$ cat config.mk
export PLATFORM = sky130hd
export DESIGN_NAME = stack_machine_alu_unit
export DESIGN_NICKNAME = d
export VERILOG_FILES = /design/src/hw/rtl/sma_pkg.sv /design/src/hw/rtl/sma_ram.sv /design/src/hw/rtl/stack_machine_alu_unit.sv
export SDC_FILE = /design/constraint.sdc
export NUM_CORES = 2
export LEC_CHECK = 0
export BUFFER_PORTS_ARGS = -buffer_cell sky130_fd_sc_hd__buf_2
export CORE_ASPECT_RATIO = 0.5
export CORE_MARGIN = 3
export CORE_UTILIZATION = 55
export CTS_BUF_LIST = sky130_fd_sc_hd__clkbuf_4 sky130_fd_sc_hd__clkbuf_8
export DETAILED_ROUTE_END_ITERATION = 10
export GPL_TIMING_DRIVEN = 0
export HOLD_SLACK_MARGIN = 0.05
export PLACE_DENSITY_LB_ADDON = 0.15
export SKIP_LAST_GASP = 1
export SLEW_MARGIN = 20
export SYNTH_ARGS = -nofsm -noshare
export SYNTH_HDL_FRONTEND = slang
export SYNTH_SLANG_ARGS = --single-unit
$ cat constraint.sdc
create_clock -name clk -period 15.7 [get_ports clk]
set_clock_uncertainty 0.05 [all_clocks]
set_input_delay 3.14 -clock clk [delete_from_list [all_inputs] [get_ports clk]]
set_output_delay 3.14 -clock clk [all_outputs]
set_load 0.01 [all_outputs]
$ cat src/hw/rtl/sma_pkg.sv
// ----------------------------------------------------------------------------
// sma_pkg
// Shared types, opcodes, status codes and the microcode program of the
// stack-machine ALU.
// ----------------------------------------------------------------------------
package sma_pkg;

  localparam int DEF_STACK_DEPTH = 64;
  localparam int DATA_W          = 32;
  localparam int CMD_W           = 4;
  localparam int DEPTH_OUT_W     = 7;
  localparam int DIV_CNT_W       = 5;

  // opcodes; the two codes above OP_SWAP are illegal
  typedef enum logic [CMD_W-1:0] {
    OP_CLR  = 4'd0,
    OP_HALT = 4'd1,
    OP_NEG  = 4'd2,
    OP_DUP  = 4'd3,
    OP_ADD  = 4'd4,
    OP_SUB  = 4'd5,
    OP_MUL  = 4'd6,
    OP_DIV  = 4'd7,
    OP_LDC  = 4'd8,
    OP_INP  = 4'd9,
    OP_OUT  = 4'd10,
    OP_DBG  = 4'd11,
    OP_TRA  = 4'd12,
    OP_SWAP = 4'd13
  } op_t;

  typedef enum logic [2:0] {
    ST_OK    = 3'd0,
    ST_OUT   = 3'd1,
    ST_EMPTY = 3'd2,
    ST_DIVZ  = 3'd3,
    ST_OVF   = 3'd4,
    ST_HALT  = 3'd5,
    ST_ILL   = 3'd6
  } status_t;

  typedef struct packed {
    logic [CMD_W-1:0]         command;
    logic signed [DATA_W-1:0] operand_value;
  } instr_t;

  typedef struct packed {
    status_t                  status;
    logic signed [DATA_W-1:0] out_value;
    logic [DEPTH_OUT_W-1:0]   stack_depth;
  } result_t;

  // microcode addresses
  typedef enum logic [4:0] {
    U_FETCH = 5'd0,
    U_READ,
    U_DISP,
    U_CLR,
    U_NEG,
    U_DUP,
    U_ADD,
    U_SUB,
    U_MUL,
    U_MULW,
    U_DIV,
    U_DIVL,
    U_DIVW,
    U_PUSH,
    U_OUT,
    U_NOP,
    U_SWAP,
    U_SWAP2,
    U_HALT,
    U_EMPTY,
    U_DIVZ,
    U_OVF,
    U_ILL
  } upc_t;

  typedef enum logic [1:0] {
    J_NEXT,   // go to nxt
    J_IN,     // go to nxt once a beat is taken
    J_DISP,   // opcode dispatch
    J_CNT     // repeat until the iteration count runs out, then nxt
  } jmp_t;

  typedef enum logic [1:0] {
    W_NONE,
    W_TOP,    // entry sp-1
    W_SEC,    // entry sp-2
    W_PUSH    // entry sp
  } wsel_t;

  typedef enum logic [2:0] {
    D_NEG,
    D_A,
    D_B,
    D_OPND,
    D_SUM,
    D_DIFF,
    D_RES,
    D_QUO
  } dsel_t;

  typedef enum logic [1:0] {
    SP_KEEP,
    SP_INC,
    SP_DEC,
    SP_ZERO
  } spop_t;

  typedef struct packed {
    jmp_t    jmp;
    upc_t    nxt;
    wsel_t   wsel;
    dsel_t   dsel;
    spop_t   spop;
    logic    ld_ab;
    logic    mul;
    logic    div_init;
    logic    div_step;
    logic    fin;
    status_t sts;
    logic    set_halt;
    logic    oval;
  } ucw_t;

  // control store
  function automatic ucw_t ucode(upc_t u);
    ucw_t w;
    w = '0;
    w.nxt = U_FETCH;
    unique case (u)
      U_FETCH: begin
        w.jmp = J_IN;
        w.nxt = U_READ;
      end
      U_READ:  w.nxt = U_DISP;
      U_DISP: begin
        w.jmp   = J_DISP;
        w.ld_ab = 1'b1;
      end
      U_CLR: begin
        w.fin  = 1'b1;
        w.spop = SP_ZERO;
      end
      U_NEG: begin
        w.fin  = 1'b1;
        w.wsel = W_TOP;
        w.dsel = D_NEG;
      end
      U_DUP: begin
        w.fin  = 1'b1;
        w.wsel = W_PUSH;
        w.dsel = D_A;
        w.spop = SP_INC;
      end
      U_ADD: begin
        w.fin  = 1'b1;
        w.wsel = W_SEC;
        w.dsel = D_SUM;
        w.spop = SP_DEC;
      end
      U_SUB: begin
        w.fin  = 1'b1;
        w.wsel = W_SEC;
        w.dsel = D_DIFF;
        w.spop = SP_DEC;
      end
      U_MUL: begin
        w.mul = 1'b1;
        w.nxt = U_MULW;
      end
      U_MULW: begin
        w.fin  = 1'b1;
        w.wsel = W_SEC;
        w.dsel = D_RES;
        w.spop = SP_DEC;
      end
      U_DIV: begin
        w.div_init = 1'b1;
        w.nxt      = U_DIVL;
      end
      U_DIVL: begin
        w.jmp      = J_CNT;
        w.div_step = 1'b1;
        w.nxt      = U_DIVW;
      end
      U_DIVW: begin
        w.fin  = 1'b1;
        w.wsel = W_SEC;
        w.dsel = D_QUO;
        w.spop = SP_DEC;
      end
      U_PUSH: begin
        w.fin  = 1'b1;
        w.wsel = W_PUSH;
        w.dsel = D_OPND;
        w.spop = SP_INC;
      end
      U_OUT: begin
        w.fin  = 1'b1;
        w.spop = SP_DEC;
        w.oval = 1'b1;
        w.sts  = ST_OUT;
      end
      U_NOP:   w.fin = 1'b1;
      U_SWAP: begin
        w.wsel = W_TOP;
        w.dsel = D_B;
        w.nxt  = U_SWAP2;
      end
      U_SWAP2: begin
        w.fin  = 1'b1;
        w.wsel = W_SEC;
        w.dsel = D_A;
      end
      U_HALT: begin
        w.fin      = 1'b1;
        w.set_halt = 1'b1;
        w.sts      = ST_HALT;
      end
      U_EMPTY: begin
        w.fin      = 1'b1;
        w.set_halt = 1'b1;
        w.sts      = ST_EMPTY;
      end
      U_DIVZ: begin
        w.fin      = 1'b1;
        w.set_halt = 1'b1;
        w.sts      = ST_DIVZ;
      end
      U_OVF: begin
        w.fin      = 1'b1;
        w.set_halt = 1'b1;
        w.sts      = ST_OVF;
      end
      U_ILL: begin
        w.fin      = 1'b1;
        w.set_halt = 1'b1;
        w.sts      = ST_ILL;
      end
      default: w.nxt = U_FETCH;
    endcase
    return w;
  endfunction

endpackage

$ cat src/hw/rtl/sma_ram.sv
// ----------------------------------------------------------------------------
// sma_ram
// Generic RAM: one write port, two read ports, registered read data.
// ----------------------------------------------------------------------------
module sma_ram #(
  parameter int WIDTH = 32,
  parameter int DEPTH = 64
) (
  input  logic                     clk,
  input  logic                     we,
  input  logic [$clog2(DEPTH)-1:0] waddr,
  input  logic [WIDTH-1:0]         wdata,
  input  logic [$clog2(DEPTH)-1:0] raddr0,
  output logic [WIDTH-1:0]         rdata0,
  input  logic [$clog2(DEPTH)-1:0] raddr1,
  output logic [WIDTH-1:0]         rdata1
);

  logic [WIDTH-1:0] mem [DEPTH];

  always_ff @(posedge clk) begin
    if (we) begin
      mem[waddr] <= wdata;
    end
    rdata0 <= mem[raddr0];
    rdata1 <= mem[raddr1];
  end

endmodule

$ cat src/hw/rtl/stack_machine_alu_unit.sv
// Each instruction runs the fetch, read and dispatch microsteps, then its own
// steps; multiply and swap end in U_MULW or U_SWAP2, and divide, the slowest,
// runs 32 quotient-bit iterations in U_DIVL. The microcode sequencer handles
// one instruction at a time and takes a new beat only in the fetch step.
// Reset clears the sequencer, stack pointer, halted flag and result valid;
// stack memory contents are not cleared.
// ----------------------------------------------------------------------------
// stack_machine_alu_unit
// Microcoded stack-machine executor: control store drives a datapath with
// a stack RAM, adder, multiplier and a restoring divider.
// ----------------------------------------------------------------------------
module stack_machine_alu_unit #(
  parameter int STACK_DEPTH = sma_pkg::DEF_STACK_DEPTH
) (
  input  logic             clk,
  input  logic             rst,
  input  logic             instr_valid,
  output logic             instr_stall,
  input  sma_pkg::instr_t  instr,
  output logic             result_valid,
  input  logic             result_stall,
  output sma_pkg::result_t result
);

  localparam int AW   = $clog2(STACK_DEPTH);
  localparam int SP_W = $clog2(STACK_DEPTH + 1);
  localparam int DW   = sma_pkg::DATA_W;
  localparam int OW   = sma_pkg::DEPTH_OUT_W;
  localparam int CW   = sma_pkg::DIV_CNT_W;

  sma_pkg::upc_t upc, upc_next, disp_upc;
  sma_pkg::ucw_t cw;

  logic                     accept, go, ram_we;
  logic [sma_pkg::CMD_W-1:0] cmd_q;
  logic [DW-1:0]            opnd_q;
  logic [SP_W-1:0]          sp, sp_next, sp_m1, sp_m2;
  logic                     halted;
  logic [DW-1:0]            a, b, res, rd_top, rd_sec, wdata, prod_lo;
  logic [AW-1:0]            waddr;
  logic [DW-1:0]            dq, dr, dd, quo_final, mag_a, mag_b;
  logic                     dneg;
  logic [CW-1:0]            cnt;
  logic [DW:0]              rem_sh, trial;
  logic [SP_W+OW-1:0]       depth_ext;

  assign cw          = sma_pkg::ucode(upc);
  assign instr_stall = (upc != sma_pkg::U_FETCH);
  assign accept      = instr_valid && !instr_stall;
  // a finishing step waits while the previous result is still held
  assign go          = !cw.fin || !result_valid || !result_stall;

  assign sp_m1 = sp - SP_W'(1);
  assign sp_m2 = sp - SP_W'(2);

  sma_ram #(
    .WIDTH (DW),
    .DEPTH (STACK_DEPTH)
  ) u_stack (
    .clk    (clk),
    .we     (ram_we),
    .waddr  (waddr),
    .wdata  (wdata),
    .raddr0 (sp_m1[AW-1:0]),
    .rdata0 (rd_top),
    .raddr1 (sp_m2[AW-1:0]),
    .rdata1 (rd_sec)
  );

  // datapath
  assign prod_lo   = a * b;
  assign mag_a     = a[DW-1] ? (DW'(0) - a) : a;
  assign mag_b     = b[DW-1] ? (DW'(0) - b) : b;
  assign rem_sh    = {dr, dq[DW-1]};
  assign trial     = rem_sh - {1'b0, dd};
  assign quo_final = dneg ? (DW'(0) - dq) : dq;

  always_comb begin
    unique case (cw.dsel)
      sma_pkg::D_NEG:  wdata = DW'(0) - a;
      sma_pkg::D_A:    wdata = a;
      sma_pkg::D_B:    wdata = b;
      sma_pkg::D_OPND: wdata = opnd_q;
      sma_pkg::D_SUM:  wdata = a + b;
      sma_pkg::D_DIFF: wdata = a - b;
      sma_pkg::D_RES:  wdata = res;
      sma_pkg::D_QUO:  wdata = quo_final;
      default:         wdata = a;
    endcase
  end

  always_comb begin
    ram_we = go && (cw.wsel != sma_pkg::W_NONE);
    unique case (cw.wsel)
      sma_pkg::W_TOP:  waddr = sp_m1[AW-1:0];
      sma_pkg::W_SEC:  waddr = sp_m2[AW-1:0];
      sma_pkg::W_PUSH: waddr = sp[AW-1:0];
      default:         waddr = sp[AW-1:0];
    endcase
  end

  always_comb begin
    unique case (cw.spop)
      sma_pkg::SP_INC:  sp_next = sp + SP_W'(1);
      sma_pkg::SP_DEC:  sp_next = sp_m1;
      sma_pkg::SP_ZERO: sp_next = '0;
      default:          sp_next = sp;
    endcase
  end
  assign depth_ext = {{OW{1'b0}}, sp_next};

  // opcode dispatch with halt, stack and divide-by-zero checks
  always_comb begin
    disp_upc = sma_pkg::U_ILL;
    if (halted) begin
      disp_upc = sma_pkg::U_HALT;
    end else begin
      unique case (cmd_q)
        sma_pkg::OP_CLR:  disp_upc = sma_pkg::U_CLR;
        sma_pkg::OP_HALT: disp_upc = sma_pkg::U_HALT;
        sma_pkg::OP_NEG:
          disp_upc = (sp == '0) ? sma_pkg::U_EMPTY : sma_pkg::U_NEG;
        sma_pkg::OP_DUP: begin
          priority if (sp == '0)                   disp_upc = sma_pkg::U_EMPTY;
          else if (sp == SP_W'(STACK_DEPTH))       disp_upc = sma_pkg::U_OVF;
          else                                     disp_upc = sma_pkg::U_DUP;
        end
        sma_pkg::OP_ADD, sma_pkg::OP_SUB, sma_pkg::OP_MUL, sma_pkg::OP_DIV,
        sma_pkg::OP_SWAP: begin
          priority if (sp == '0 || sp == SP_W'(1)) disp_upc = sma_pkg::U_EMPTY;
          else if (cmd_q == sma_pkg::OP_ADD)       disp_upc = sma_pkg::U_ADD;
          else if (cmd_q == sma_pkg::OP_SUB)       disp_upc = sma_pkg::U_SUB;
          else if (cmd_q == sma_pkg::OP_MUL)       disp_upc = sma_pkg::U_MUL;
          else if (cmd_q == sma_pkg::OP_SWAP)      disp_upc = sma_pkg::U_SWAP;
          else if (rd_sec == '0)                   disp_upc = sma_pkg::U_DIVZ;
          else                                     disp_upc = sma_pkg::U_DIV;
        end
        sma_pkg::OP_LDC, sma_pkg::OP_INP:
          disp_upc = (sp == SP_W'(STACK_DEPTH)) ? sma_pkg::U_OVF : sma_pkg::U_PUSH;
        sma_pkg::OP_OUT:
          disp_upc = (sp == '0) ? sma_pkg::U_EMPTY : sma_pkg::U_OUT;
        sma_pkg::OP_DBG, sma_pkg::OP_TRA: disp_upc = sma_pkg::U_NOP;
        default: disp_upc = sma_pkg::U_ILL;
      endcase
    end
  end

  // sequencer
  always_comb begin
    upc_next = upc;
    if (go) begin
      unique case (cw.jmp)
        sma_pkg::J_NEXT: upc_next = cw.nxt;
        sma_pkg::J_IN:   upc_next = accept ? cw.nxt : upc;
        sma_pkg::J_DISP: upc_next = disp_upc;
        sma_pkg::J_CNT:  upc_next = (cnt != '0) ? upc : cw.nxt;
        default:         upc_next = sma_pkg::U_FETCH;
      endcase
    end
  end

  always_ff @(posedge clk) begin
    if (rst) begin
      upc          <= sma_pkg::U_FETCH;
      sp           <= '0;
      halted       <= 1'b0;
      result_valid <= 1'b0;
    end else begin
      upc <= upc_next;
      if (go) begin
        sp <= sp_next;
      end
      if (go && cw.set_halt) begin
        halted <= 1'b1;
      end
      if (go && cw.fin) begin
        result_valid <= 1'b1;
      end else if (!result_stall) begin
        result_valid <= 1'b0;
      end
    end
  end

  always_ff @(posedge clk) begin
    if (accept) begin
      cmd_q  <= instr.command;
      opnd_q <= instr.operand_value;
    end
    if (cw.ld_ab) begin
      a <= rd_top;
      b <= rd_sec;
    end
    if (cw.mul) begin
      res <= prod_lo;
    end
    if (cw.div_init) begin
      dq   <= mag_a;
      dr   <= '0;
      dd   <= mag_b;
      dneg <= a[DW-1] ^ b[DW-1];
      cnt  <= '1;
    end else if (cw.div_step) begin
      cnt <= cnt - CW'(1);
      if (!trial[DW]) begin
        dr <= trial[DW-1:0];
        dq <= {dq[DW-2:0], 1'b1};
      end else begin
        dr <= rem_sh[DW-1:0];
        dq <= {dq[DW-2:0], 1'b0};
      end
    end
    if (go && cw.fin) begin
      result.status      <= cw.sts;
      result.out_value   <= cw.oval ? a : '0;
      result.stack_depth <= depth_ext[OW-1:0];
    end
  end

`ifndef NO_ASSERTIONS
  a_sp_bound: assert property (@(posedge clk) disable iff (rst)
    sp <= SP_W'(STACK_DEPTH))
    else $error("stack pointer beyond stack depth");

  a_halt_freeze: assert property (@(posedge clk) disable iff (rst)
    halted |=> $stable(sp) && halted)
    else $error("stack changed after halt");

  a_halt_status: assert property (@(posedge clk) disable iff (rst)
    (go && cw.fin && halted) |-> (cw.sts == sma_pkg::ST_HALT))
    else $error("non-halt status while halted");

  a_out_pop: assert property (@(posedge clk) disable iff (rst)
    (go && cw.fin && cw.sts == sma_pkg::ST_OUT) |=> (sp == $past(sp) - SP_W'(1)))
    else $error("output did not pop the stack");
`endif

endmodule

# Word level (Yosys, flattened, before mapping)

Memory sizes are Yosys's and may differ from the RTL's. A register that Yosys moved wholly into a read port is not among the register bits.
Cells that the tools add are included.

Add/subtract/negate cells: 10
$lt $le $gt $ge: 0
Reductions and logical operators: 29
Div/mod/pow operators: 0
Shifts and indexed selects: 0
Mux-type cells: 42
$mul: 1
Eq/ne operators: 55
Bitwise operators: 1

Operators with widths:

| kind                    | count |
|---|---|
| $pmux W32 S8            | 1 |
| $mux W32                | 5 |
| $sub A1 B32 Y32 const A | 3 |
| $mux W5                 | 14 |
| $pmux W5 S9             | 1 |
| $eq A5 B4 Y1 const B    | 8 |
| $pmux W5 S8             | 1 |
| $eq A5 B5 Y1 const B    | 7 |
| $sub A33 B32 Y33        | 1 |
| $add A32 B32 Y32        | 1 |
| $logic_not A32 Y1       | 1 |
| $mul A32 B32 Y32        | 1 |
| $sub A32 B32 Y32        | 1 |
| $mux W31                | 1 |
| $pmux W5 S6             | 1 |
| $eq A4 B4 Y1 const B    | 6 |
| $pmux W7 S3             | 1 |
| $eq A5 B3 Y1 const B    | 4 |
| $pmux W5 S4             | 1 |
| $pmux W3 S6             | 1 |
| $eq A4 B3 Y1 const B    | 4 |
| $reduce_or A16 Y1       | 1 |
| $reduce_or A5 Y1        | 3 |
| $eq A3 B3 Y1 const B    | 4 |
| 32 further kinds        | 66 |

Output and inout bits: 44
Memories: 1
Input bits: 40
Logic and storage cells: 157
Latch bits: 0
Bits in writable memories: 2048
Bits in registers: 290
ROM bits: 0

Memory list:

| memory      | words | width | rd ports | clocked after memory_dff | write ports | RTL line      | RTL |
|---|---|---|---|---|---|---|---|
| u_stack.mem | 64    | 32    | 2        | 2                        | 1           | sma_ram.sv:19 | `logic [WIDTH-1:0] mem [DEPTH];` |

# Longest topological paths before layout

Depth after elaboration: 10
Gate-level depth with buffers: 28
Depth with buffers taken out: 26

# Modules after synthesis

From an unflattened synthesis, not the netlist that was laid out.

Cell total of the unflattened synthesis: 8065
Area, all modules: 129620.6 um2

Modules (own cells, without submodules):

| module                 | area each (um2) | times used | cells an instance | sequential area each (um2) |
|---|---|---|---|---|
| sma_ram                | 95660.5         | 1          | 4412              | 62780.2 |
| stack_machine_alu_unit | 33960.1         | 1          | 3653              | 8197.9 |

# Worst setup path before layout

No wires, ideal clock.

Kind: register -> register
From: register upc[2]
To: register upc[0]
Setup time: 0.065 ns
Stages on the path, launching flop included: 9
Buffers on the path: 2
Data required time: 15.585 ns
Data arrival time: 8.048 ns
Path slack: 7.537 ns
Period minus slack after synthesis: 8.163 ns
Path through: dfxtp_1 -> clkbuf_1 -> clkbuf_1 -> nor4_1 -> nor2b_1 -> o311ai_0 -> o221ai_1 -> mux2i_1 -> nor2_1

Word-level cells in the longest chain between the ends: 7
Elaborated cells between the ends (all ways): 43
Classes of those cells: eq/ne (27); mux (6); reduce/logical (10)

RTL lines:

| element                              | RTL line                      | RTL |
|---|---|---|
| from (decl)                          | stack_machine_alu_unit.sv:31  | `sma_pkg::upc_t upc, upc_next, disp_upc;` |
| from (signal assigned)               | stack_machine_alu_unit.sv:164 | `upc <= sma_pkg::U_FETCH;` |
| from (signal assigned)               | stack_machine_alu_unit.sv:169 | `upc <= upc_next;` |
| $eq A5 B5 Y1 (tied with other cells) | sma_pkg.sv:133                | `unique case (u)` |
| $reduce_or A16 Y1 (no source line)   | n/a                           |  |
| $mux W1                              | sma_pkg.sv:133                |  |
| $logic_not A1 Y1                     | stack_machine_alu_unit.sv:51  | `assign go = !cw.fin \|\| !result_valid \|\| !result_stall;` |
| $logic_or A1 B1 Y1 (2 in a row)      | stack_machine_alu_unit.sv:51  |  |
| $reduce_and A3 Y1 (no source line)   | n/a                           |  |

Parallel ways exist; a longest one is shown, timed or not. The select of a mux whose other input is x is not followed.
A chain may end at the register's enable or synchronous reset.

# Final worst setup path

From: register b[7]
To: register res[31] (data pin)

Word-level cells in the longest chain between the ends: 1

RTL lines:

| element                | RTL line                      | RTL |
|---|---|---|
| from (decl)            | stack_machine_alu_unit.sv:39  | `logic [DW-1:0] a, b, res, rd_top, rd_sec, wdata, prod_lo;` |
| from (signal assigned) | stack_machine_alu_unit.sv:191 | `b <= rd_sec;` |
| $mul A32 B32 Y32       | stack_machine_alu_unit.sv:71  | `assign prod_lo = a * b;` |
| net prod_lo[31]        | stack_machine_alu_unit.sv:39  |  |
| to (signal assigned)   | stack_machine_alu_unit.sv:194 | `res <= prod_lo;` |
| to (decl)              | stack_machine_alu_unit.sv:39  |  |

The timed path passes the listed nets, and every way through them passes these cells.

==> qor_table.md <==
| Stage | Parameter | Value |
| --- | --- | --- |
| setup path | End of the worst register-to-register path | res[31]$_DFFE_PP_ |
| setup path | Register-to-register path setup slack | 5.99 ns |
| setup path | Critical path, cell by cell | clkbuf_1 > clkbuf_1 > and2_1 > fa_1 > fa_1 > fa_1 > inv_1 > fa_1 > inv_1 > fa_1 > fa_1 > fa_1 > fa_1 > ha_1 > a21o_1 > a21o_1 > a21oi_1 > nand2_1 > o22ai_1 > a21boi_0 > o21ai_0 > a31oi_1 > o21ai_0 > xnor2_1 |
| clock tree | CTS Buf Count | 349 |
| floorplanning | Effective utilization at floorplan | 55.87% |
| global routing | GR Overflow Total | 0 |
| outcome | Outcome | complete, but fails checks |
| clock tree | Worst skew pair latency | 1.03 ns |
| route | Total length of routed wires | 470100 um |
| final layout | Multi-input gate area in the final layout | 55180 sq um |
| synth | Unique cell type count in the Yosys netlist | 73 |
| floorplanning | Io pins | 84 |
| setup path | Crit path largest cell delay | 0.87 ns |
| timing | Final setup TNS | 0 ns |
| setup path | RR Startpoint | b[7]$_DFFE_PN_ |
| clock tree | CTS tree | yes |
| setup path | Element type at the critical path start | flop |
| final layout | Final net count | 9096 |
| placement | HPWL Detailed | 352100 um |
| setup path | Most used cell along the critical path | fa_1 |
| clock tree | Clock slew seen by the registers of the worst setup and hold paths | 0.06 ns |
| final layout | Fill cells | 16340 |
| synth | Mean Syn Cell Area | 16.55 sq um |
| route | DRC violation count after routing | 0 |
| global routing | Routing usage on met1 | 52.67% |
| global routing | Maximum number of pins on one net before global-route repair | 65 |
| route | Routed vias/inst | 7.181 |
| floorplanning | Die outline width | 690.7 um |
| timing | Period utilisation layout | 61.85% |
| placement | Global placer's final weighted congestion | 1.008 |
| setup path | Critical path start-end classification | flop to flop |
| outcome | Violated checks | max-capacitance violations, max-slew violations |
| global routing | Fraction of met3 tracks used by global routing | 17.08% |
| clock tree | Quantity of gates resized following cts | 0 |
| synth | Gate count after technology mapping | 7791 |
| timing | Final hold violation count | 0 |
| floorplanning | CORE AREA | 230700 sq um |
| floorplanning | Area of the die | 240600 sq um |
| clock tree | Cts-stage hold buffer count | 0 |
| synth | Area share of the leading cell type in the synthesized netlist | 53.28% |
| global routing | Wire length of the first global-routing pass | 647200 um |
| floorplanning | Number of standard-cell rows in the floorplan | 124 |
| synth | Async S/R FF share, synth | 0% |
| route | Detailed-routing iteration count for the pre-antenna-repair pass | 8 |
| synth | Combined area of all synthesized cells | 128900 sq um |
| run | Max-cap violation count | 1 |
| clock tree | Number of buffers on the longest clock path | 4 |
| route | Average wire per cell in the routed design | 39.56 um |
| timing | Period minus WS final | 9.711 ns |
| synth | Leading post-synthesis cells by cell area | edfxtp_1 (53%), mux4_2 (22%), fa_1 (6.4%), ha_1 (2.0%), and2_1 (1.8%) |
| timing | Slew HR | -15.23% |
| timing | Maximum achievable frequency | 103.0 MHz |
| setup path | Data arrival time of the critical path | 10.36 ns |
| route | Total via count in the routed design | 85340 |
| synth | Yosys synthesis warning count | 0 |
| timing | Measured slew at the worst slew-check pin | 1.720 ns |
| global routing | Initial antenna violation count | 33 |
| global routing | Number of global-route vias before repair | 83420 |
| synth | Sequential element share of the synthesized area | 55.06% |
| floorplanning | Y dimension of the die | 348.3 um |
| synth | Synth Net Count | 8443 |
| clock tree | Buffers inserted by post-CTS timing repair | 0 |
| setup path | WP data required | 16.35 ns |
| synth | Primary flip-flop cell chosen by synthesis mapping | edfxtp_1 |
| timing | Pins Over Slew Limit | 12 |
| clock tree | CTS HTree Levels | 5 |
| setup path | Crit. Startpoint | b[7]$_DFFE_PN_ |
| route | DRT antenna net count | 0 |
| timing | Setup violators final | 0 |
| timing | RSZ-0062 raised after global routing | false |
| final layout | Share of layout cells above drive strength 1 | 27.99% |
| synth | Number of flops mapped to enable cells by yosys | 2287 |
| global routing | Global-route usage over all layers | 39.13% |
| clock tree | Number of sinks handled by clock tree synthesis | 2402 |
| setup path | Highest fanout seen on the critical path | 10 |
| final layout | Layout area overhead | 13.25% |
| global routing | M2 GR Usage | 54.06% |
| setup path | Critical Path Sink | res[31]$_DFFE_PP_ |
| setup path | Critical Path Sink Type | flop |
| synth | Register bit total from synthesis | 2402 |
| final layout | Sequential cell area | 70980 sq um |
| global routing | Most Used Layer, Global Route | met2 |
| placement | Total of buffers placed on input and output ports | 83 |
| synth | Area leader, netlist | edfxtp_1 |
| clock tree | Clock root cell | clkbuf_8 |
| route | Drt first-iter violations | 15630 |
| setup path | Count of cells along the worst register-to-register path | 24 |
| worst hold path | Kind of path behind the tightest hold check | flop to flop |
| setup path | Slowest cell on crit path | clkbuf_1 |
[worst min-delay path by stage]
stage / endpoint / depth (start not counted) / startpoint
after floorplan: a[0]$_DFFE_PN_ / 0 / u_stack.rdata0[0]$_DFF_P_
after global placement: a[2]$_DFFE_PN_ / 0 / u_stack.rdata0[2]$_DFF_P_
after detailed placement: a[1]$_DFFE_PN_ / 0 / u_stack.rdata0[1]$_DFF_P_
after CTS: a[1]$_DFFE_PN_ / 0 / u_stack.rdata0[1]$_DFF_P_
after global routing: a[1]$_DFFE_PN_ / 0 / u_stack.rdata0[1]$_DFF_P_
final: a[1]$_DFFE_PN_ / 0 / u_stack.rdata0[1]$_DFF_P_
[per-layer routing]
layer  part of all wire, %  routed length, um
met5                 0.049                231
met4                   6.3              29750
met3                    17              81220
met2                    42             195200
met1                    35             163800
[metrics by stage]
step	hold slack (ns)	setup slack [ns]	instances	cell area, sq um	util, %
after floorplan	0.3355	7.537	7791	128900	-
after global placement	0.3383	2.354	10960	133200	57.73
after detailed placement	0.3387	6.034	11180	138900	60.22
after CTS	0.3507	6.038	11790	145600	63.11
after global routing	0.3519	5.872	11850	145900	63.24
final	0.3383	5.989	11890	146000	63.28
[layout by cell type, fill, tap and decap left out, types with 39 or more instances in the layout]
master,n
a211oi_1,81
a21oi_1,117
a31oi_1,58
and2_1,378
buf_12,124
buf_16,69
buf_2,173
clkbuf_1,361
clkbuf_2,88
clkbuf_4,102
clkbuf_8,364
clkinv_1,79
clkinv_2,39
dfxtp_1,115
diode_2,94
edfxtp_1,2287
fa_1,410
ha_1,202
inv_1,461
mux2i_1,43
mux4_2,1280
nand2_1,626
nand3_1,44
nor2_1,106
nor2_4,64
o21ai_0,172
xnor2_1,166
xor2_1,122
[state kept, by name, summed over array words and instances, names as in the netlist, 4 cells and up]
name and cells:
u_stack.mem 2048, b 32, upc 5, dr 32, cnt 5, cmd_q 4, result 42, res 32
opnd_q 32, dq 32, u_stack.rdata1 32, dd 32, sp 7, a 32, u_stack.rdata0 32
[cell usage after synthesis, drive strengths merged, types with 6 or more instances]
cell type  instances
o21a              18
buf              119
o21bai            11
nand2            627
xor2             123
nor3b              6
a211oi            81
o41ai             11
a221oi            17
or2                6
inv              464
and2             383
nor2b             20
mux2i             43
a22o              10
o22ai              6
o31ai             31
a21oi            140
nor2             170
or3               35
a31oi             82
dfxtp            115
nand4             10
and3              14
o221ai             6
xnor2            167
or4               16
clkbuf           434
nand2b            27
nor3              36
a21o              34
nor4              33
o21ai            181
o2111ai            8
ha               202
nand3             45
edfxtp          2287
a222oi            17
a22oi              9
mux4            1280
o211ai            18
fa               410
[kinds of logic after synthesis]
family / share of synthesized area (%)
fa+ha+maj: 8.328
flops: 55.06
buf+inv: 2.978
simple gates: 5.373
compound gates: 3.582
mux: 22.71
xor+xnor: 1.970
[critical path, delay by kind of cell, from the launching register on]
| family | cells | cell delay (ns) |
|---|---|---|
| fa+ha+maj | 9 | 4.32 |
| flops | 1 | 0.60 |
| compound gates | 8 | 2.19 |
| simple gates | 2 | 0.34 |
| xor+xnor | 1 | 0.20 |
| buf+inv | 4 | 1.74 |
[final cells by class]
| cell class | instances | area share, % |
|---|---|---|
| clock inverters | 145 | 0.6085 |
| repair buffers | 302 | 3.444 |
| clock buffers | 466 | 3.956 |
| diodes | 94 | 0.1611 |
| well taps | 3087 | 2.646 |
| multi-input cells | 4372 | 37.80 |
| flip-flops and latches | 2402 | 48.62 |
| inverters | 464 | 1.193 |
| plain buffers | 553 | 1.574 |
Power is not shown: default switching activity piles up to over one toggle a cycle in this logic, so the estimate is an artifact.
